`src/hw/rtl/sfr_pkg.sv`:
```
// shared types and constants of the serial frame receiver
`default_nettype none

package sfr_pkg;

	localparam int QUEUE_DEPTH = 2;
	localparam int CFG_IDX_W = 4;

	localparam logic [CFG_IDX_W-1:0] CFG_HEADER_WORD = 4'd0;
	localparam logic [CFG_IDX_W-1:0] CFG_MAX_LENGTH = 4'd1;

	localparam logic [15:0] HEADER_RESET = 16'h55AA;
	localparam logic [5:0] MAX_LENGTH_RESET = 6'd32;
	localparam int LIMIT_CAP = 32;

	localparam logic [1:0] STATUS_GOOD = 2'd0;
	localparam logic [1:0] STATUS_CSUM = 2'd1;
	localparam logic [1:0] STATUS_LEN = 2'd2;

	// one finished frame handed from the parser to the result side
	typedef struct packed {
		logic [1:0] status;
		logic [7:0] ext;
		logic [7:0] ftype;
		logic [5:0] flen;
		logic [5:0] count;
		logic       bank;
	} desc_t;

	typedef struct packed {
		logic       valid;
		logic       bank;
	} release_t;

	typedef struct packed {
		logic [1:0] status;
		logic [7:0] ext;
		logic [7:0] ftype;
		logic [5:0] flen;
		logic       has_data;
		logic [7:0] data;
		logic [4:0] idx;
		logic       last;
	} result_t;

endpackage

`default_nettype wire

```
`src/hw/rtl/sfr_ram.sv`:
```
// generic single write port ram with registered read
`default_nettype none

module sfr_ram #(
	parameter int WIDTH = 8,
	parameter int DEPTH = 64
) (
	input  wire logic                     clk,
	input  wire logic                     we,
	input  wire logic [$clog2(DEPTH)-1:0] waddr,
	input  wire logic [WIDTH-1:0]         wdata,
	input  wire logic                     re,
	input  wire logic [$clog2(DEPTH)-1:0] raddr,
	output      logic [WIDTH-1:0]         rdata
);

	logic [WIDTH-1:0] mem_q [DEPTH];

	always_ff @(posedge clk) begin
		if (we) begin
			mem_q[waddr] <= wdata;
		end
		if (re) begin
			rdata <= mem_q[raddr];
		end
	end

endmodule

`default_nettype wire

```
`src/hw/rtl/sfr_front.sv`:
```
// frame parser: header hunt, field capture, checksum and payload buffering
`default_nettype none

module sfr_front import sfr_pkg::*; #(
	parameter int CAP = 32,
	parameter int AW = 5
) (
	input  wire logic          clk,
	input  wire logic          arst_n,
	input  wire logic          push,
	output      logic          full,
	input  wire logic [7:0]    rx_byte,
	input  wire logic [15:0]   header_word,
	input  wire logic [5:0]    max_length,
	input  wire logic          q_full,
	output      logic          q_push,
	output      desc_t         q_data,
	output      logic          wr_en,
	output      logic [AW:0]   wr_addr,
	output      logic [7:0]    wr_data,
	input  wire release_t      rel
);

	typedef enum logic [7:0] {
		PH_HUNT_HI = 8'b0000_0001,
		PH_HUNT_LO = 8'b0000_0010,
		PH_EXT     = 8'b0000_0100,
		PH_TYPE    = 8'b0000_1000,
		PH_LEN_HI  = 8'b0001_0000,
		PH_LEN_LO  = 8'b0010_0000,
		PH_PAYLOAD = 8'b0100_0000,
		PH_CHECK   = 8'b1000_0000
	} phase_t;

	localparam logic [5:0] CapW = 6'(CAP);

	phase_t      phase_q, phase_d;
	logic [7:0]  ext_q;
	logic [7:0]  type_q;
	logic [15:0] len_q;
	logic [5:0]  cnt_q;
	logic [7:0]  sum_q;
	logic        bank_q;
	logic [1:0]  busy_q;

	logic        accept;
	logic [5:0]  lim;
	logic [15:0] len_full;
	logic [7:0]  sum_next;
	logic [5:0]  cnt_next;
	logic [7:0]  hdr_hi;
	logic [7:0]  hdr_lo;
	logic        good_data;

	assign hdr_hi   = header_word[15:8];
	assign hdr_lo   = header_word[7:0];
	assign lim      = (max_length > CapW) ? CapW : max_length;
	assign len_full = {len_q[15:8], rx_byte};
	assign sum_next = sum_q + rx_byte;
	assign cnt_next = cnt_q + 6'd1;

	assign full = ((phase_q == PH_PAYLOAD) && busy_q[bank_q]) ||
		(((phase_q == PH_LEN_LO) || (phase_q == PH_CHECK)) && q_full);
	assign accept = push && !full;

	assign wr_en   = accept && (phase_q == PH_PAYLOAD);
	assign wr_addr = {bank_q, cnt_q[AW-1:0]};
	assign wr_data = rx_byte;

	assign good_data = accept && (phase_q == PH_CHECK) && (rx_byte == sum_q) &&
		(len_q != 16'd0);

	always_comb begin
		q_push = 1'b0;
		q_data = '0;
		q_data.ext = ext_q;
		q_data.ftype = type_q;
		q_data.bank = bank_q;
		q_data.flen = (len_q > {10'd0, lim}) ? lim : len_q[5:0];
		phase_d = phase_q;
		unique case (phase_q)
			PH_HUNT_HI: begin
				if (rx_byte == hdr_hi) phase_d = PH_HUNT_LO;
			end
			PH_HUNT_LO: begin
				if (rx_byte == hdr_lo) phase_d = PH_EXT;
				else if (rx_byte != hdr_hi) phase_d = PH_HUNT_HI;
			end
			PH_EXT:    phase_d = PH_TYPE;
			PH_TYPE:   phase_d = PH_LEN_HI;
			PH_LEN_HI: phase_d = PH_LEN_LO;
			PH_LEN_LO: begin
				if (len_full > {10'd0, lim}) begin
					q_push = accept;
					q_data.status = STATUS_LEN;
					q_data.flen = lim;
					phase_d = PH_HUNT_HI;
				end else if (len_full == 16'd0) begin
					phase_d = PH_CHECK;
				end else begin
					phase_d = PH_PAYLOAD;
				end
			end
			PH_PAYLOAD: begin
				if ({10'd0, cnt_next} >= len_q) phase_d = PH_CHECK;
			end
			PH_CHECK: begin
				q_push = accept;
				if (rx_byte != sum_q) begin
					q_data.status = STATUS_CSUM;
				end else begin
					q_data.status = STATUS_GOOD;
					q_data.count = len_q[5:0];
				end
				phase_d = PH_HUNT_HI;
			end
			default: phase_d = PH_HUNT_HI;
		endcase
	end

	always_ff @(posedge clk or negedge arst_n) begin
		if (!arst_n) begin
			phase_q <= PH_HUNT_HI;
			ext_q   <= '0;
			type_q  <= '0;
			len_q   <= '0;
			cnt_q   <= '0;
			sum_q   <= '0;
			bank_q  <= 1'b0;
		end else if (accept) begin
			phase_q <= phase_d;
			unique case (phase_q)
				PH_HUNT_LO: begin
					if (rx_byte == hdr_lo) sum_q <= hdr_hi + hdr_lo;
				end
				PH_EXT: begin
					ext_q <= rx_byte;
					sum_q <= sum_next;
				end
				PH_TYPE: begin
					type_q <= rx_byte;
					sum_q  <= sum_next;
				end
				PH_LEN_HI: begin
					len_q <= {rx_byte, 8'd0};
					sum_q <= sum_next;
				end
				PH_LEN_LO: begin
					len_q <= len_full;
					sum_q <= sum_next;
					cnt_q <= '0;
				end
				PH_PAYLOAD: begin
					sum_q <= sum_next;
					cnt_q <= cnt_next;
				end
				PH_CHECK: begin
					if (good_data) bank_q <= ~bank_q;
				end
				default: ;
			endcase
		end
	end

	// a bank stays reserved until the result side has read its last byte
	always_ff @(posedge clk or negedge arst_n) begin
		if (!arst_n) begin
			busy_q <= '0;
		end else begin
			if (good_data) busy_q[bank_q] <= 1'b1;
			if (rel.valid) busy_q[rel.bank] <= 1'b0;
		end
	end

endmodule

`default_nettype wire

```
`src/hw/rtl/sfr_fifo.sv`:
```
// two-entry queue of frame descriptors between parser and result side
`default_nettype none

module sfr_fifo import sfr_pkg::*; (
	input  wire logic  clk,
	input  wire logic  arst_n,
	input  wire logic  wr,
	input  wire desc_t wdata,
	output      logic  q_full,
	input  wire logic  rd,
	output      desc_t rdata,
	output      logic  q_empty
);

	localparam int PW = (QUEUE_DEPTH > 1) ? $clog2(QUEUE_DEPTH) : 1;
	localparam logic [PW:0] DepthW = (PW + 1)'(QUEUE_DEPTH);
	localparam logic [PW-1:0] LastPtr = PW'(QUEUE_DEPTH - 1);

	desc_t         entry_q [QUEUE_DEPTH];
	logic [PW-1:0] wptr_q;
	logic [PW-1:0] rptr_q;
	logic [PW:0]   cnt_q;
	logic          do_wr;
	logic          do_rd;

	assign q_full  = (cnt_q == DepthW);
	assign q_empty = (cnt_q == '0);
	assign do_wr   = wr && !q_full;
	assign do_rd   = rd && !q_empty;
	assign rdata   = entry_q[rptr_q];

	always_ff @(posedge clk) begin
		if (do_wr) entry_q[wptr_q] <= wdata;
	end

	always_ff @(posedge clk or negedge arst_n) begin
		if (!arst_n) begin
			wptr_q <= '0;
			rptr_q <= '0;
			cnt_q  <= '0;
		end else begin
			if (do_wr) wptr_q <= (wptr_q == LastPtr) ? '0 : wptr_q + 1'b1;
			if (do_rd) rptr_q <= (rptr_q == LastPtr) ? '0 : rptr_q + 1'b1;
			if (do_wr && !do_rd) cnt_q <= cnt_q + 1'b1;
			else if (do_rd && !do_wr) cnt_q <= cnt_q - 1'b1;
		end
	end

endmodule

`default_nettype wire

```
`src/hw/rtl/sfr_back.sv`:
```
// result side: expands each frame descriptor into result requests
`default_nettype none

module sfr_back import sfr_pkg::*; #(
	parameter int AW = 5
) (
	input  wire logic        clk,
	input  wire logic        arst_n,
	input  wire logic        q_empty,
	input  wire desc_t       q_data,
	output      logic        q_pop,
	output      logic        rd_en,
	output      logic [AW:0] rd_addr,
	input  wire logic [7:0]  rd_data,
	output      release_t    rel,
	input  wire logic        pop,
	output      logic        empty,
	output      result_t     res
);

	logic    active_q;
	desc_t   cur_q;
	logic [4:0] idx_q;
	logic    valid_s1;
	result_t res_s1;
	logic    out_valid_q;
	result_t out_q;

	logic adv;
	logic issue;
	logic data_mode;
	logic last_issue;

	assign data_mode  = (cur_q.count != 6'd0);
	assign last_issue = !data_mode || (({1'b0, idx_q} + 6'd1) == cur_q.count);
	assign adv        = valid_s1 && (!out_valid_q || pop);
	assign issue      = active_q && (!valid_s1 || adv);
	assign q_pop      = !active_q && !q_empty;

	assign rd_en    = issue && data_mode;
	assign rd_addr  = {cur_q.bank, idx_q[AW-1:0]};
	assign rel.valid = issue && data_mode && last_issue;
	assign rel.bank  = cur_q.bank;

	assign empty = !out_valid_q;
	assign res   = out_q;

	always_ff @(posedge clk or negedge arst_n) begin
		if (!arst_n) begin
			active_q    <= 1'b0;
			valid_s1    <= 1'b0;
			out_valid_q <= 1'b0;
		end else begin
			if (q_pop) active_q <= 1'b1;
			else if (issue && last_issue) active_q <= 1'b0;

			if (issue) valid_s1 <= 1'b1;
			else if (adv) valid_s1 <= 1'b0;

			if (adv) out_valid_q <= 1'b1;
			else if (pop) out_valid_q <= 1'b0;
		end
	end

	always_ff @(posedge clk) begin
		if (q_pop) begin
			cur_q <= q_data;
			idx_q <= '0;
		end else if (issue && !last_issue) begin
			idx_q <= idx_q + 5'd1;
		end
		if (issue) begin
			res_s1.status   <= cur_q.status;
			res_s1.ext      <= cur_q.ext;
			res_s1.ftype    <= cur_q.ftype;
			res_s1.flen     <= cur_q.flen;
			res_s1.has_data <= data_mode;
			res_s1.data     <= '0;
			res_s1.idx      <= data_mode ? idx_q : 5'd0;
			res_s1.last     <= last_issue;
		end
		if (adv) begin
			out_q.status   <= res_s1.status;
			out_q.ext      <= res_s1.ext;
			out_q.ftype    <= res_s1.ftype;
			out_q.flen     <= res_s1.flen;
			out_q.has_data <= res_s1.has_data;
			// payload byte arrives from the ram in the cycle after the read
			out_q.data     <= res_s1.has_data ? rd_data : 8'd0;
			out_q.idx      <= res_s1.idx;
			out_q.last     <= res_s1.last;
		end
	end

	a_nodata_is_last: assert property (@(posedge clk) disable iff (!arst_n)
		out_valid_q && !out_q.has_data |-> out_q.last)
		else $error("result without data is not the last of its run");

	a_release_active: assert property (@(posedge clk) disable iff (!arst_n)
		rel.valid |-> active_q && data_mode)
		else $error("bank released with no data frame in progress");

	a_read_held: assert property (@(posedge clk) disable iff (!arst_n)
		valid_s1 && res_s1.has_data && !adv |=> $stable(rd_data))
		else $error("ram read data changed while its request was stalled");

endmodule

`default_nettype wire

```
`src/hw/rtl/serial_frame_receiver_unit.sv`:
```
// Serial frame receiver. Takes one received byte per clock on push/full, hunts for the
// two-byte header, captures extension, type and big-endian length, buffers the payload
// and checks the 8-bit sum. The parser accepts a byte every cycle; full rises only at
// the low length byte or the checksum byte while the two-entry frame queue is full, or at a payload
// byte while the payload bank it fills is still being read out. Two payload banks, each
// holding up to min(MAX_PAYLOAD, 32) bytes, let one frame be received while the previous one drains.
// A finished frame gives its results at one per clock as pop allows, through a request
// register and an output register: one per payload byte for a good frame with payload,
// otherwise a single result. No clearing pass is needed after reset. Configuration writes are always
// taken (cfg_ready is tied high); register 0 is header_word, register 1 max_length.
`default_nettype none

module serial_frame_receiver_unit import sfr_pkg::*; #(
	parameter int MAX_PAYLOAD = 32
) (
	input  wire logic                 clk,
	input  wire logic                 arst_n,
	input  wire logic                 push,
	output      logic                 full,
	input  wire logic [7:0]           rx_byte,
	output      logic                 empty,
	input  wire logic                 pop,
	output      logic [1:0]           status,
	output      logic [7:0]           frame_ext,
	output      logic [7:0]           frame_type,
	output      logic [5:0]           frame_length,
	output      logic                 has_data,
	output      logic [7:0]           data_byte,
	output      logic [4:0]           byte_index,
	output      logic                 last,
	input  wire logic                 cfg_valid,
	output      logic                 cfg_ready,
	input  wire logic [CFG_IDX_W-1:0] cfg_index,
	input  wire logic [15:0]          cfg_data
);

	localparam int Cap = (MAX_PAYLOAD < LIMIT_CAP) ? MAX_PAYLOAD : LIMIT_CAP;
	localparam int Aw = (Cap > 1) ? $clog2(Cap) : 1;
	localparam int RamDepth = 2 * (2 ** Aw);

	logic [15:0] header_q;
	logic [5:0]  maxlen_q;

	logic        q_full;
	logic        q_empty;
	logic        q_push;
	logic        q_pop;
	desc_t       q_wdata;
	desc_t       q_rdata;
	logic        wr_en;
	logic [Aw:0] wr_addr;
	logic [7:0]  wr_data;
	logic        rd_en;
	logic [Aw:0] rd_addr;
	logic [7:0]  rd_data;
	release_t    rel;
	result_t     res;

	assign cfg_ready = 1'b1;

	always_ff @(posedge clk or negedge arst_n) begin
		if (!arst_n) begin
			header_q <= HEADER_RESET;
			maxlen_q <= MAX_LENGTH_RESET;
		end else if (cfg_valid) begin
			unique case (cfg_index)
				CFG_HEADER_WORD: header_q <= cfg_data;
				CFG_MAX_LENGTH:  maxlen_q <= cfg_data[5:0];
				default: ;
			endcase
		end
	end

	sfr_front #(.CAP(Cap), .AW(Aw)) u_front (
		.clk         (clk),
		.arst_n      (arst_n),
		.push        (push),
		.full        (full),
		.rx_byte     (rx_byte),
		.header_word (header_q),
		.max_length  (maxlen_q),
		.q_full      (q_full),
		.q_push      (q_push),
		.q_data      (q_wdata),
		.wr_en       (wr_en),
		.wr_addr     (wr_addr),
		.wr_data     (wr_data),
		.rel         (rel)
	);

	sfr_fifo u_fifo (
		.clk     (clk),
		.arst_n  (arst_n),
		.wr      (q_push),
		.wdata   (q_wdata),
		.q_full  (q_full),
		.rd      (q_pop),
		.rdata   (q_rdata),
		.q_empty (q_empty)
	);

	sfr_ram #(.WIDTH(8), .DEPTH(RamDepth)) u_ram (
		.clk   (clk),
		.we    (wr_en),
		.waddr (wr_addr),
		.wdata (wr_data),
		.re    (rd_en),
		.raddr (rd_addr),
		.rdata (rd_data)
	);

	sfr_back #(.AW(Aw)) u_back (
		.clk     (clk),
		.arst_n  (arst_n),
		.q_empty (q_empty),
		.q_data  (q_rdata),
		.q_pop   (q_pop),
		.rd_en   (rd_en),
		.rd_addr (rd_addr),
		.rd_data (rd_data),
		.rel     (rel),
		.pop     (pop),
		.empty   (empty),
		.res     (res)
	);

	assign status       = res.status;
	assign frame_ext    = res.ext;
	assign frame_type   = res.ftype;
	assign frame_length = res.flen;
	assign has_data     = res.has_data;
	assign data_byte    = res.data;
	assign byte_index   = res.idx;
	assign last         = res.last;

endmodule

`default_nettype wire

```
`config.mk`:
```
export PLATFORM = sky130hd
export DESIGN_NAME = serial_frame_receiver_unit
export DESIGN_NICKNAME = d
export VERILOG_FILES = /design/src/hw/rtl/sfr_pkg.sv /design/src/hw/rtl/sfr_ram.sv /design/src/hw/rtl/sfr_front.sv /design/src/hw/rtl/sfr_fifo.sv /design/src/hw/rtl/sfr_back.sv /design/src/hw/rtl/serial_frame_receiver_unit.sv
export SDC_FILE = /design/constraint.sdc
export NUM_CORES = 1
export LEC_CHECK = 0
export BUFFER_PORTS_ARGS = -buffer_cell sky130_fd_sc_hd__buf_2
export CORE_ASPECT_RATIO = 0.9
export CORE_MARGIN = 2
export CORE_UTILIZATION = 55
export DETAILED_ROUTE_END_ITERATION = 7
export HOLD_SLACK_MARGIN = 0.08
export PLACE_DENSITY = 0.74
export SETUP_SLACK_MARGIN = 0.3
export SLEW_MARGIN = 20
export SYNTH_ARGS = -nofsm -noshare
export SYNTH_HDL_FRONTEND = slang
export SYNTH_SLANG_ARGS = --single-unit
export TNS_END_PERCENT = 10
```
`constraint.sdc`:
```
create_clock -name clk -period 6.39 [get_ports clk]
set_input_delay 1.278 -clock clk [delete_from_list [all_inputs] [get_ports clk]]
set_output_delay 1.278 -clock clk [all_outputs]
set_load 0.03 [all_outputs]
```
==> results of run 1 <==
[worst register-to-register path, delay by kind of cell (launching register included)]
kind	cells	cell delay (ns)
AND/OR/NAND/NOR	4	2.36
flip-flops	1	0.83
multiplexers	1	0.50
[cell usage after synthesis (4+ instances only)]
master / count
sky130_fd_sc_hd__edfxtp_1: 683
sky130_fd_sc_hd__nor3_1: 10
sky130_fd_sc_hd__o21ai_0: 42
sky130_fd_sc_hd__and3_1: 6
sky130_fd_sc_hd__nand2b_1: 14
sky130_fd_sc_hd__nand3_1: 14
sky130_fd_sc_hd__a21oi_1: 19
sky130_fd_sc_hd__mux4_2: 141
sky130_fd_sc_hd__a31oi_1: 8
sky130_fd_sc_hd__o31ai_1: 4
sky130_fd_sc_hd__or3_1: 5
sky130_fd_sc_hd__a21o_1: 8
sky130_fd_sc_hd__mux2_2: 79
sky130_fd_sc_hd__nor2b_1: 10
sky130_fd_sc_hd__mux2i_1: 39
sky130_fd_sc_hd__dfxtp_1: 5
sky130_fd_sc_hd__buf_4: 4
sky130_fd_sc_hd__o22ai_1: 16
sky130_fd_sc_hd__ha_1: 35
sky130_fd_sc_hd__nand2_1: 82
sky130_fd_sc_hd__a22o_1: 6
sky130_fd_sc_hd__or2_2: 5
sky130_fd_sc_hd__nor2_1: 99
sky130_fd_sc_hd__nand4b_1: 4
sky130_fd_sc_hd__buf_1: 14
sky130_fd_sc_hd__dfrtp_1: 76
sky130_fd_sc_hd__xor2_1: 24
sky130_fd_sc_hd__and2_1: 18
sky130_fd_sc_hd__a22oi_1: 5
sky130_fd_sc_hd__clkbuf_1: 27
sky130_fd_sc_hd__inv_1: 24
sky130_fd_sc_hd__a211oi_1: 5
sky130_fd_sc_hd__and4b_1: 7
sky130_fd_sc_hd__buf_2: 34
sky130_fd_sc_hd__xnor2_1: 15
sky130_fd_sc_hd__dfstp_2: 10
sky130_fd_sc_hd__o2111ai_1: 6
sky130_fd_sc_hd__nor4_1: 13
sky130_fd_sc_hd__o211ai_1: 10
[registers in the layout, summed over array words and instances, names as in the netlist, 5 cells and up]
name	cells
u_back.idx_q	5
u_front.ext_q	8
u_front.sum_q	8
u_back.cur_q	30
u_back.res_s1	31
header_q	16
u_front.type_q	8
u_fifo.entry_q	62
u_ram.rdata	8
u_front.phase_q	8
maxlen_q	6
u_front.len_q	16
u_front.cnt_q	6
u_back.res	39
u_ram.mem_q	512
[metrics by stage]
| stage | total power (uW) | setup WS, ns |
|---|---|---|
| after global placement | 9110 | 1.63 |
| after detailed placement | 9170 | 1.48 |
| after CTS | 13800 | 2.11 |
| final | 13800 | 2.02 |
| after floorplan | 8250 | 1.23 |
| after global routing | 14300 | 1.93 |
[kinds of logic after synthesis]
logic type / Yosys count / synth area share
XOR/XNOR: 39 / 0.0110
AO/OA/AOI/OAI: 150 / 0.0318
flip-flops: 774 / 0.734
AND/OR/NAND/NOR: 307 / 0.0497
buffers and inverters: 104 / 0.0147
other: 1 / 0.000121
adder cells (fa/ha/maj): 37 / 0.0154
multiplexers: 259 / 0.144
[routing by layer]
metal,track usage,vias to the layer above,share of wire
met3,0.0514,153,0.078
met5,0,-,0
met4,0.0722,0,0.029
li1,-,6860,-
met1,0.349,8364,0.42
met2,0.375,751,0.48
[final cells by class]
| class | count | area [um2] | share of cell area |
|---|---|---|---|
| sequential | 774 | 22800 | 0.652 |
| multi-input combinational | 793 | 7830 | 0.224 |
| clock buffer | 96 | 2080 | 0.0596 |
| tap | 756 | 946 | 0.0271 |
| timing repair buffer | 102 | 651 | 0.0186 |
| clock inverter | 44 | 549 | 0.0157 |
| inverter | 24 | 90.1 | 0.00258 |
| antenna | 1 | 2.50 | 0.0000716 |
[where the power goes]
group / internal [uW] / switching, uW / total [uW]
clock: 2800 / 1880 / 4690
combinational: 1430 / 1590 / 3030
sequential: 5770 / 324 / 6100
[how the worst max path moves through the flow]
stage	from	to	slack [ns]	cells past startpoint
2_1_floorplan	pop	u_back.idx_q[4]$_SDFFE_PP0P_	1.23	7
3_3_place_gp	rx_byte[2]	u_fifo.entry_q[1][20]$_DFFE_PP_	1.63	9
3_5_place_dp	rx_byte[2]	u_fifo.entry_q[0][19]$_DFFE_PP_	1.48	9
4_1_cts	rx_byte[2]	u_fifo.entry_q[0][15]$_DFFE_PP_	2.11	9
5_1_grt	rx_byte[2]	u_fifo.entry_q[0][15]$_DFFE_PP_	1.93	9
6_report	rx_byte[2]	u_fifo.entry_q[0][11]$_DFFE_PP_	2.02	9
==> run_summary.xml, run 1 <==
<?xml version="1.0" encoding="UTF-8"?>
<metrics>
  <group name="status">
    <metric name="run_status" unit="">complete, no violations</metric>
  </group>
  <group name="run">
    <metric name="max_cap_violations" unit="">0</metric>
  </group>
  <group name="timing">
    <metric name="fin_setup_tns" unit="ns">0</metric>
    <metric name="setup-violations-final" unit="">0</metric>
    <metric name="rsz0062_at_grt" unit="">false</metric>
    <metric name="finalClockSkew" unit="ns">0.0200</metric>
    <metric name="slew_violations" unit="">0</metric>
    <metric name="fmax" unit="MHz">229</metric>
    <metric name="timing.max_slew.rel_slack" unit="">0.193</metric>
    <metric name="hold_viol" unit="">0</metric>
    <metric name="timing.final.crit_share" unit="">0.683</metric>
    <metric name="finalCriticalPeriod" unit="ns">4.37</metric>
    <metric name="worst_slew_pin_slew" unit="ns">1.20</metric>
    <metric name="fin_worst_hold_slack" unit="ns">0.416</metric>
  </group>
  <group name="global_routing">
    <metric name="grt_pass1_wl" unit="mm">103</metric>
    <metric name="grt_start_max_net_pins" unit="">74</metric>
    <metric name="grt_use_total" unit="">0.242</metric>
    <metric name="antenna_found_initial" unit="">0</metric>
    <metric name="total_overflow_reported_by_the_global_router" unit="">0</metric>
    <metric name="grt_pass1_vias" unit="">16400</metric>
  </group>
  <group name="synth">
    <metric name="synthesis.area_per_instance" unit="um2">18.6</metric>
    <metric name="netlist_area" unit="mm2">0.0310</metric>
    <metric name="synth_seq_area_share" unit="">0.734</metric>
    <metric name="synthFlopType" unit="">sky130_fd_sc_hd__edfxtp_1</metric>
    <metric name="ys_warn_count" unit="">0</metric>
    <metric name="yosys.cell_types.count" unit="">70</metric>
    <metric name="netlist.area_leader.share" unit="">0.661</metric>
    <metric name="async_flop_share" unit="">0.111</metric>
    <metric name="cell_types_occupying_the_most_area_after_synthesis" unit="">sky130_fd_sc_hd__edfxtp_1 (66%), sky130_fd_sc_hd__mux4_2 (10%), sky130_fd_sc_hd__dfrtp_1 (6.1%)</metric>
    <metric name="synth_area_leader_cell" unit="">sky130_fd_sc_hd__edfxtp_1</metric>
    <metric name="postSynthCellCount" unit="">1671</metric>
    <metric name="synth-edff-count" unit="">683</metric>
    <metric name="synth_fp_nets" unit="">1741</metric>
    <metric name="synth.ff_latch_count" unit="">774</metric>
  </group>
  <group name="drt">
    <metric name="ant_nets" unit="">0</metric>
    <metric name="drc_errors" unit="">0</metric>
    <metric name="route.vias.total" unit="">16100</metric>
    <metric name="wl_per_cell" unit="um">26.3</metric>
    <metric name="detail_route.vias_per_cell" unit="">6.23</metric>
    <metric name="wire_length_after_detailed_routing" unit="mm">68.2</metric>
    <metric name="first_pass_iters" unit="">6</metric>
    <metric name="detailedRoute.firstIterationViolations" unit="">1876</metric>
  </group>
  <group name="min_path">
    <metric name="worst_hold_path.num_cells" unit="">0</metric>
    <metric name="hold_path_startpoint" unit="">u_back.res_s1[21]$_DFFE_PP_</metric>
    <metric name="holdPathEnd" unit="">u_back.res[21]$_DFFE_PP_</metric>
    <metric name="timing.hold.worst.class" unit="">register to register</metric>
  </group>
  <group name="critical_path">
    <metric name="crit_path_start_kind" unit="">input pin</metric>
    <metric name="slowest_delay" unit="ns">0.62</metric>
    <metric name="r2r_cells" unit="">5</metric>
    <metric name="worstPathMaxFanout" unit="">35</metric>
    <metric name="timing.critical_path.slowest_stage_cell" unit="">sky130_fd_sc_hd__a31oi_1</metric>
    <metric name="worstSetupEndpointType" unit="">register</metric>
    <metric name="timing.critical_path.required" unit="ns">6.69</metric>
    <metric name="worstPathArrival" unit="ns">4.66</metric>
    <metric name="rr_endpoint" unit="">u_ram.mem_q[39][4]$_DFFE_PP_</metric>
    <metric name="worstPathBufferInverterCount" unit="">2</metric>
    <metric name="reg2reg_setup_slack" unit="ns">2.31</metric>
    <metric name="crit_family" unit="">compound AO/OA/AOI/OAI gates</metric>
    <metric name="rr_startpoint" unit="">u_front.bank_q$_DFFE_PN0P_</metric>
    <metric name="cp_cell_sequence" unit="">buf_2 &gt; ha_1 &gt; and4_1 &gt; a22oi_1 &gt; o21ai_0 &gt; a31oi_1 &gt; o211ai_1 &gt; nor2_2 &gt; buf_4</metric>
    <metric name="timing_worst_setup_path_type" unit="">input pin to register</metric>
  </group>
  <group name="floorplan">
    <metric name="die_y" unit="um">229</metric>
    <metric name="placement_rows" unit="">82</metric>
    <metric name="design.portCount" unit="">75</metric>
    <metric name="die_width" unit="um">254</metric>
    <metric name="die_area" unit="mm2">0.0584</metric>
    <metric name="core_region_area" unit="mm2">0.0557</metric>
    <metric name="floorplan.initialDensity" unit="">0.557</metric>
  </group>
  <group name="placement">
    <metric name="dpl-instance-area" unit="mm2">0.0323</metric>
    <metric name="placedCellCount" unit="">2447</metric>
    <metric name="gp_routability_congestion" unit="">0.909</metric>
    <metric name="detailed_placement_hpwl" unit="mm">42.2</metric>
    <metric name="port-buffer-count" unit="">73</metric>
  </group>
  <group name="clock_tree">
    <metric name="clk_latency" unit="ns">0.62</metric>
    <metric name="clkSlewWorstSetupHoldPaths" unit="ns">0.06</metric>
    <metric name="ctsHtreeMaxLevel" unit="">3</metric>
    <metric name="post_cts_hold_buffers" unit="">0</metric>
    <metric name="clock-sinks" unit="">774</metric>
    <metric name="cts.root.buffer_cell" unit="">sky130_fd_sc_hd__clkbuf_16</metric>
    <metric name="post_cts.repair.setup_buffers" unit="">0</metric>
    <metric name="tritoncts.num_buffers" unit="">77</metric>
    <metric name="post_cts_resized" unit="">0</metric>
    <metric name="cts_buffer_depth" unit="">3</metric>
    <metric name="cts_tree" unit="">built</metric>
  </group>
  <group name="finish">
    <metric name="syn2layout_area_growth" unit="%">12.6</metric>
    <metric name="drive_gt1_frac" unit="">0.257</metric>
    <metric name="fillCellCount" unit="">3765</metric>
    <metric name="fin_cells" unit="">2590</metric>
    <metric name="layout_common_cells" unit="">sky130_fd_sc_hd__edfxtp_1 (683), sky130_fd_sc_hd__mux4_2 (141), sky130_fd_sc_hd__nor2_1 (97)</metric>
    <metric name="final_design_area_no_fill" unit="mm2">0.0349</metric>
    <metric name="layout.core_utilization" unit="">0.627</metric>
    <metric name="nets_final" unit="">1842</metric>
    <metric name="final_common_cell" unit="">sky130_fd_sc_hd__edfxtp_1</metric>
  </group>
  <group name="power_and_ir_drop">
    <metric name="total_leakage_power" unit="uW">0.0119</metric>
    <metric name="cellPowerDensity" unit="mW/mm2">395</metric>
    <metric name="vdd.ir_drop.worst" unit="mV">0.281</metric>
  </group>
</metrics>
Note: power is estimated with default switching activity, not from simulation.
==> run 2, diff against run 1 <==
Clock period 6.39 ns to 4.2 ns, I/O delays scaled along.
==> run 2 against run 1 <==
Compared with the run above: via count grew 0.66%; final cell count is 2.2% higher; core utilization rose by 0.72 points; power up 51%; clock power up 50%; global-route usage increased by 0.48 points; design area is 1.2% higher; sequential power increased by 52%; non-clock buffer count rose by 57; sequential share of layout area is 0.74 points lower; register-to-register slack worse by 1.6 ns; clock skew shrank 0.0035 ns; highest routed layer is now met5.
==> run_summary.xml, run 2 (synthesized netlist as in run 1, its figures left out) <==
<?xml version="1.0" encoding="UTF-8"?>
<metrics>
  <group name="global_routing">
    <metric name="grt_start_max_net_pins" unit="">68</metric>
    <metric name="grt_pass1_wl" unit="mm">105</metric>
    <metric name="grt_pass1_vias" unit="">16500</metric>
    <metric name="grt_use_total" unit="">0.246</metric>
    <metric name="total_overflow_reported_by_the_global_router" unit="">0</metric>
    <metric name="antenna_found_initial" unit="">5</metric>
  </group>
  <group name="clock_tree">
    <metric name="cts.root.buffer_cell" unit="">sky130_fd_sc_hd__clkbuf_16</metric>
    <metric name="ctsHtreeMaxLevel" unit="">3</metric>
    <metric name="clkSlewWorstSetupHoldPaths" unit="ns">0.06</metric>
    <metric name="cts_tree" unit="">built</metric>
    <metric name="clk_latency" unit="ns">0.62</metric>
    <metric name="post_cts_hold_buffers" unit="">0</metric>
    <metric name="cts_buffer_depth" unit="">3</metric>
    <metric name="clock-sinks" unit="">774</metric>
    <metric name="post_cts_resized" unit="">0</metric>
    <metric name="post_cts.repair.setup_buffers" unit="">0</metric>
    <metric name="tritoncts.num_buffers" unit="">76</metric>
  </group>
  <group name="critical_path">
    <metric name="worst_setup_path_startpoint" unit="">maxlen_q[5]$_DFFE_PN1P_</metric>
    <metric name="crit_end" unit="">u_fifo.entry_q[1][17]$_DFFE_PP_</metric>
    <metric name="slowest_delay" unit="ns">0.54</metric>
    <metric name="cp_cell_sequence" unit="">inv_1 &gt; nand2_1 &gt; ha_1 &gt; and4_1 &gt; a22oi_1 &gt; o21ai_0 &gt; a31oi_1 &gt; o211ai_1 &gt; nor2_2 &gt; buf_4</metric>
    <metric name="timing_worst_setup_path_type" unit="">register to register</metric>
    <metric name="r2r_cells" unit="">10</metric>
    <metric name="rr_endpoint" unit="">u_fifo.entry_q[1][17]$_DFFE_PP_</metric>
    <metric name="worstSetupEndpointType" unit="">register</metric>
    <metric name="timing.critical_path.slowest_stage_cell" unit="">sky130_fd_sc_hd__dfstp_2</metric>
    <metric name="rr_startpoint" unit="">maxlen_q[5]$_DFFE_PN1P_</metric>
    <metric name="timing.critical_path.required" unit="ns">4.46</metric>
    <metric name="worstPathArrival" unit="ns">3.73</metric>
    <metric name="worstPathBufferInverterCount" unit="">2</metric>
    <metric name="reg2reg_setup_slack" unit="ns">0.74</metric>
    <metric name="worstPathMaxFanout" unit="">31</metric>
    <metric name="crit_family" unit="">compound AO/OA/AOI/OAI gates</metric>
    <metric name="cp_num_cells" unit="">10</metric>
    <metric name="crit_path_start_kind" unit="">register</metric>
  </group>
  <group name="drt">
    <metric name="detailedRoute.firstIterationViolations" unit="">1826</metric>
    <metric name="wire_length_after_detailed_routing" unit="mm">69.1</metric>
    <metric name="detail_route.vias_per_cell" unit="">6.13</metric>
    <metric name="first_pass_iters" unit="">5</metric>
    <metric name="route.vias.total" unit="">16200</metric>
    <metric name="ant_nets" unit="">0</metric>
    <metric name="wl_per_cell" unit="um">26.1</metric>
    <metric name="drc_errors" unit="">0</metric>
  </group>
  <group name="timing">
    <metric name="slew_violations" unit="">0</metric>
    <metric name="fmax" unit="MHz">289</metric>
    <metric name="worst_slew_pin_slew" unit="ns">0.928</metric>
    <metric name="finalCriticalPeriod" unit="ns">3.46</metric>
    <metric name="setup-violations-final" unit="">0</metric>
    <metric name="rsz0062_at_grt" unit="">false</metric>
    <metric name="timing.final.crit_share" unit="">0.825</metric>
    <metric name="finalClockSkew" unit="ns">0.0165</metric>
    <metric name="hold_viol" unit="">0</metric>
    <metric name="fin_setup_tns" unit="ns">0</metric>
    <metric name="timing.max_slew.rel_slack" unit="">0.380</metric>
  </group>
  <group name="finish">
    <metric name="syn2layout_area_growth" unit="%">13.9</metric>
    <metric name="layout_common_cells" unit="">sky130_fd_sc_hd__edfxtp_1 (683), sky130_fd_sc_hd__mux4_2 (141), sky130_fd_sc_hd__nor2_1 (97)</metric>
    <metric name="drive_gt1_frac" unit="">0.276</metric>
    <metric name="flip_flop_count_of_the_largest_register_after_layout" unit="">512</metric>
    <metric name="fin_cells" unit="">2647</metric>
    <metric name="fillCellCount" unit="">3731</metric>
    <metric name="n_antenna_cell" unit="">0</metric>
    <metric name="nets_final" unit="">1898</metric>
    <metric name="registers.top_by_ff_count" unit="">u_ram.mem_q</metric>
    <metric name="final_common_cell" unit="">sky130_fd_sc_hd__edfxtp_1</metric>
  </group>
  <group name="power_and_ir_drop">
    <metric name="cellInternalPower" unit="uW">15200</metric>
    <metric name="pwr-share-comb" unit="">0.221</metric>
    <metric name="clockPowerShare" unit="">0.336</metric>
    <metric name="cellPowerDensity" unit="mW/mm2">591</metric>
    <metric name="total_leakage_power" unit="uW">0.0122</metric>
    <metric name="sequential_cell_fraction_of_total_power" unit="">0.443</metric>
    <metric name="swShare" unit="">0.272</metric>
    <metric name="switching_power" unit="uW">5690</metric>
    <metric name="vdd.ir_drop.worst" unit="mV">0.354</metric>
  </group>
  <group name="placement">
    <metric name="port-buffer-count" unit="">73</metric>
    <metric name="gp_routability_congestion" unit="">0.902</metric>
    <metric name="detailed_placement_hpwl" unit="mm">44.5</metric>
    <metric name="placedCellCount" unit="">2506</metric>
  </group>
  <group name="floorplan">
    <metric name="design.portCount" unit="">75</metric>
    <metric name="die_area" unit="mm2">0.0584</metric>
    <metric name="die_y" unit="um">229</metric>
    <metric name="die_width" unit="um">254</metric>
    <metric name="core_region_area" unit="mm2">0.0557</metric>
    <metric name="floorplan.initialDensity" unit="">0.557</metric>
    <metric name="placement_rows" unit="">82</metric>
  </group>
  <group name="status">
    <metric name="run_status" unit="">complete, no violations</metric>
  </group>
  <group name="run">
    <metric name="max_cap_violations" unit="">0</metric>
  </group>
  <group name="min_path">
    <metric name="timing.hold.worst.class" unit="">input pin to async pin</metric>
  </group>
</metrics>
[run 2: changes by cell type in the layout (fill, tap and decap cells not counted), sizes merged]
cell | previous run | this run
buf | 102 | 159
bufinv | 12 | 10
clkbuf | 96 | 108
clkinv | 30 | 20
clkinvlp | 2 | 1
diode | 1 | 0
inv | 24 | 26
[run 2: power groups by stage]
stage	clock network [uW]	registers, uW	logic, uW
after detailed placement	0	9430	4580
after floorplan	0	9170	3360
after global placement	0	9410	4520
after global routing	7430	9320	4910
final	7030	9270	4610
after CTS	7130	9270	4610
[run 2: worst min-delay path by stage]
stage	from	to	slack [ns]
finish	arst_n	header_q[13]$_DFFE_PN0P_	0.36
detailed placement	u_back.cur_q[29]$_DFFE_PP_	u_back.res_s1[37]$_DFFE_PP_	0.40
global placement	u_back.res_s1[37]$_DFFE_PP_	u_back.res[37]$_DFFE_PP_	0.40
floorplan	u_back.res_s1[0]$_DFFE_PP_	u_back.res[0]$_DFFE_PP_	0.40
global route	u_back.res_s1[20]$_DFFE_PP_	u_back.res[20]$_DFFE_PP_	0.42
CTS	arst_n	u_front.len_q[1]$_DFFE_PN0P_	0.38
[run 2: routing by layer]
layer	up-vias	part of all wire	track usage	wire, um
met5	-	0.00014	0	10
li1	6966	-	-	-
met2	699	0.48	0.380	33000
met4	2	0.022	0.0629	1490
met3	117	0.081	0.0457	5630
met1	8451	0.42	0.367	29100
[run 2: through the flow]
step                power, uW  area (um2)   util  hold slack [ns]  setup WS, ns
global route            21700       35300  0.634            0.425         0.633
finish                  20900       35300  0.634            0.362         0.736
global placement        13900       32700  0.587            0.403         0.602
CTS                     21000       35300  0.634            0.381         0.806
detailed placement      14000       32700  0.588            0.405         0.518
floorplan               12500       31000      -            0.400         0.150
[run 2: layout make-up]
type / instances / area, um2 / share of cell area
flip-flops and latches: 774 / 22800 / 0.645
clock inverters: 33 / 437 / 0.0124
well taps: 756 / 946 / 0.0268
repair buffers: 159 / 1080 / 0.0307
inverters: 24 / 90.1 / 0.00255
multi-input cells: 793 / 7830 / 0.222
clock buffers: 108 / 2170 / 0.0613
[run 2: worst reg2reg max path: cells and delay by family (launching register included)]
| kind | cells | cell delay (ns) |
|---|---|---|
| buf+inv | 2 | 0.53 |
| simple gates | 3 | 0.54 |
| fa+ha+maj | 1 | 0.26 |
| compound gates | 4 | 1.23 |
| flops | 1 | 0.54 |
==> run 3, diff against run 2 <==
Settings changed: PLACE_DENSITY 0.74 to 0.77.
Clock period 4.2 ns to 2.8 ns, I/O delays scaled along.
==> run 3 against run 2 <==
Compared with the run above: routed wire length increased by 2.2%; die area unchanged; final cell count increased by 3.2%; critical endpoint is now u_fifo.cnt_q[1]$_DFFE_PN0P_; register-to-register slack got worse by 0.72 ns; core utilization increased by 2.6 points; hold slack got worse by 0.20 ns; clock-buffer cell count decreased by 15; power increased by 51%; sequential share of layout area decreased by 2.5 points; combinational power increased by 64%.
==> run_summary.xml, run 3 (synthesized netlist as in run 1, its figures left out) <==
<?xml version="1.0" encoding="UTF-8"?>
<metrics>
  <group name="status">
    <metric name="run_status" unit="">complete, no violations</metric>
  </group>
  <group name="global_routing">
    <metric name="groute.layer.met1.usage" unit="">0.353</metric>
    <metric name="antenna_found_initial" unit="">2</metric>
    <metric name="total_overflow_reported_by_the_global_router" unit="">0</metric>
    <metric name="grt_pass1_wl" unit="mm">106</metric>
    <metric name="grt_use_total" unit="">0.248</metric>
    <metric name="grt_util_met3" unit="">0.0478</metric>
    <metric name="globalRouteMet2Util" unit="">0.392</metric>
    <metric name="grt_pass1_vias" unit="">17000</metric>
    <metric name="grt_busiest_layer" unit="">met2</metric>
    <metric name="grt_start_max_net_pins" unit="">67</metric>
  </group>
  <group name="critical_path">
    <metric name="worst_setup_path_startpoint" unit="">maxlen_q[5]$_DFFE_PN1P_</metric>
    <metric name="r2r_cells" unit="">14</metric>
    <metric name="worstPathArrival" unit="ns">3.33</metric>
    <metric name="timing_worst_setup_path_type" unit="">register to register</metric>
    <metric name="crit_end" unit="">u_fifo.cnt_q[1]$_DFFE_PN0P_</metric>
    <metric name="timing.critical_path.required" unit="ns">3.34</metric>
    <metric name="worstPathMaxFanout" unit="">6</metric>
    <metric name="timing.critical_path.slowest_stage_cell" unit="">sky130_fd_sc_hd__dfstp_2</metric>
    <metric name="worstSetupEndpointType" unit="">register</metric>
    <metric name="rr_startpoint" unit="">maxlen_q[5]$_DFFE_PN1P_</metric>
    <metric name="cp_cell_sequence" unit="">inv_6 &gt; nand2_4 &gt; ha_4 &gt; a211oi_2 &gt; a22oi_1 &gt; o21ai_1 &gt; a31oi_1 &gt; o211ai_1 &gt; buf_4 &gt; inv_2 &gt; ha_4 &gt; xor2_1 &gt; nor2_1 &gt; xor2_1</metric>
    <metric name="rr_endpoint" unit="">u_fifo.cnt_q[1]$_DFFE_PN0P_</metric>
    <metric name="slowest_delay" unit="ns">0.57</metric>
    <metric name="crit_path_start_kind" unit="">register</metric>
    <metric name="reg2reg_setup_slack" unit="ns">0.01</metric>
  </group>
  <group name="drt">
    <metric name="wire_length_after_detailed_routing" unit="mm">70.6</metric>
    <metric name="first_pass_iters" unit="">5</metric>
    <metric name="detailedRoute.firstIterationViolations" unit="">1846</metric>
    <metric name="drc_errors" unit="">0</metric>
    <metric name="ant_nets" unit="">0</metric>
    <metric name="wl_per_cell" unit="um">25.8</metric>
    <metric name="detail_route.vias_per_cell" unit="">6.15</metric>
    <metric name="route.vias.total" unit="">16800</metric>
  </group>
  <group name="finish">
    <metric name="nets_final" unit="">1988</metric>
    <metric name="layout.core_utilization" unit="">0.660</metric>
    <metric name="layout_common_cells" unit="">sky130_fd_sc_hd__edfxtp_1 (683), sky130_fd_sc_hd__mux4_2 (141), sky130_fd_sc_hd__buf_4 (128)</metric>
    <metric name="fillCellCount" unit="">3518</metric>
    <metric name="n_antenna_cell" unit="">0</metric>
    <metric name="final_design_area_no_fill" unit="mm2">0.0368</metric>
    <metric name="final_common_cell" unit="">sky130_fd_sc_hd__edfxtp_1</metric>
    <metric name="flip_flop_count_of_the_largest_register_after_layout" unit="">512</metric>
    <metric name="syn2layout_area_growth" unit="%">18.5</metric>
    <metric name="registers.top_by_ff_count" unit="">u_ram.mem_q</metric>
    <metric name="drive_gt1_frac" unit="">0.341</metric>
  </group>
  <group name="timing">
    <metric name="setup-violations-final" unit="">0</metric>
    <metric name="finalCriticalPeriod" unit="ns">2.79</metric>
    <metric name="finalClockSkew" unit="ns">0.0371</metric>
    <metric name="timing.final.crit_share" unit="">0.996</metric>
    <metric name="worst_slew_pin_slew" unit="ns">0.780</metric>
    <metric name="fin_worst_hold_slack" unit="ns">0.166</metric>
    <metric name="rsz0062_at_grt" unit="">true</metric>
    <metric name="slew_violations" unit="">0</metric>
    <metric name="fmax" unit="MHz">359</metric>
    <metric name="timing.max_slew.rel_slack" unit="">0.480</metric>
    <metric name="hold_viol" unit="">0</metric>
    <metric name="fin_ws" unit="ns">0.0125</metric>
  </group>
  <group name="power_and_ir_drop">
    <metric name="total_leakage_power" unit="uW">0.0128</metric>
    <metric name="cellPowerDensity" unit="mW/mm2">860</metric>
    <metric name="vdd.ir_drop.worst" unit="mV">0.536</metric>
    <metric name="post-layout-total-power" unit="uW">31600</metric>
  </group>
  <group name="clock_tree">
    <metric name="tritoncts.num_buffers" unit="">76</metric>
    <metric name="ctsHtreeMaxLevel" unit="">3</metric>
    <metric name="clkSlewWorstSetupHoldPaths" unit="ns">0.06</metric>
    <metric name="clk_latency" unit="ns">0.63</metric>
    <metric name="cts_buffer_depth" unit="">3</metric>
    <metric name="clock-sinks" unit="">774</metric>
    <metric name="cts.root.buffer_cell" unit="">sky130_fd_sc_hd__clkbuf_16</metric>
    <metric name="cts_tree" unit="">built</metric>
  </group>
  <group name="placement">
    <metric name="detailed_placement_hpwl" unit="mm">44.0</metric>
    <metric name="port-buffer-count" unit="">73</metric>
    <metric name="dpl-instance-area" unit="mm2">0.0335</metric>
    <metric name="gp_routability_congestion" unit="">0.916</metric>
    <metric name="detailedPlace.worstSlack" unit="ns">-0.108</metric>
  </group>
  <group name="floorplan">
    <metric name="die_width" unit="um">254</metric>
    <metric name="floorplan.initialDensity" unit="">0.557</metric>
    <metric name="core_region_area" unit="mm2">0.0557</metric>
    <metric name="design.portCount" unit="">75</metric>
    <metric name="die_area" unit="mm2">0.0584</metric>
    <metric name="die_y" unit="um">229</metric>
    <metric name="placement_rows" unit="">82</metric>
  </group>
  <group name="min_path">
    <metric name="hold_path_startpoint" unit="">cfg_data[9]</metric>
    <metric name="timing.hold.worst.class" unit="">input pin to register</metric>
  </group>
  <group name="run">
    <metric name="max_cap_violations" unit="">0</metric>
  </group>
</metrics>
-- run 3: area by class of cell --
type / count / area, um2 / area share
Clock buffer: 93 / 2010 / 0.0546
Clock inverter: 44 / 539 / 0.0147
Inverter: 24 / 100 / 0.00272
Multi-Input combinational cell: 793 / 8280 / 0.225
Sequential cell: 774 / 22800 / 0.620
Tap cell: 756 / 946 / 0.0257
Timing Repair Buffer: 249 / 2120 / 0.0577
-- run 3: metrics by stage --
stage	cells	setup TNS [ns]
after floorplan	1671	0
after global placement	2567	-0.261
after detailed placement	2567	-1.85
after CTS	2726	0
after global routing	2733	-2.98
final	2733	0
-- run 3: worst max-delay path, delay by kind of cell, from the launching register on --
family | cells | cell delay (ns)
AOI/OAI and AO/OA | 5 | 0.95
xor gates and xnor gates | 2 | 0.33
adders and majority gates | 2 | 0.36
buffers and inverters | 3 | 0.30
DFF | 1 | 0.57
and+or+nand+nor | 2 | 0.21
-- run 3: layer usage --
layer	routed length (um)	vias to the layer above
met1	28800	8775
met4	1760	0
li1	-	7144
met3	5370	116
met2	34700	768
met5	0	-
-- run 3: where the power goes --
group          internal [uW]  switching [uW]  total [uW]
Sequential             13200             494       13700
Clock                   6150            4240       10400
Combinational           3580            3980        7560
-- run 3: worst min-delay path by stage --
stage / to / slack (ns) / depth (start not counted)
finish: header_q[9]$_DFFE_PN0P_ / 0.17 / 3
global route: header_q[9]$_DFFE_PN0P_ / 0.15 / 3
CTS: header_q[9]$_DFFE_PN0P_ / 0.14 / 3
detailed placement: u_back.res[16]$_DFFE_PP_ / 0.40 / 0
global placement: u_back.res[4]$_DFFE_PP_ / 0.41 / 0
floorplan: header_q[0]$_DFFE_PN0P_ / 0.26 / 0
-- run 3: timing repair --
action                                  in CTS  in global routing
hold buffers                                 1                  0
resized for setup                           48                 73
pin swaps                                   14                 17
buffers inserted                            19                  6
cloned                                       2                  1
endpoints found under the setup margin     595                607
endpoints found under the hold margin       31                  0
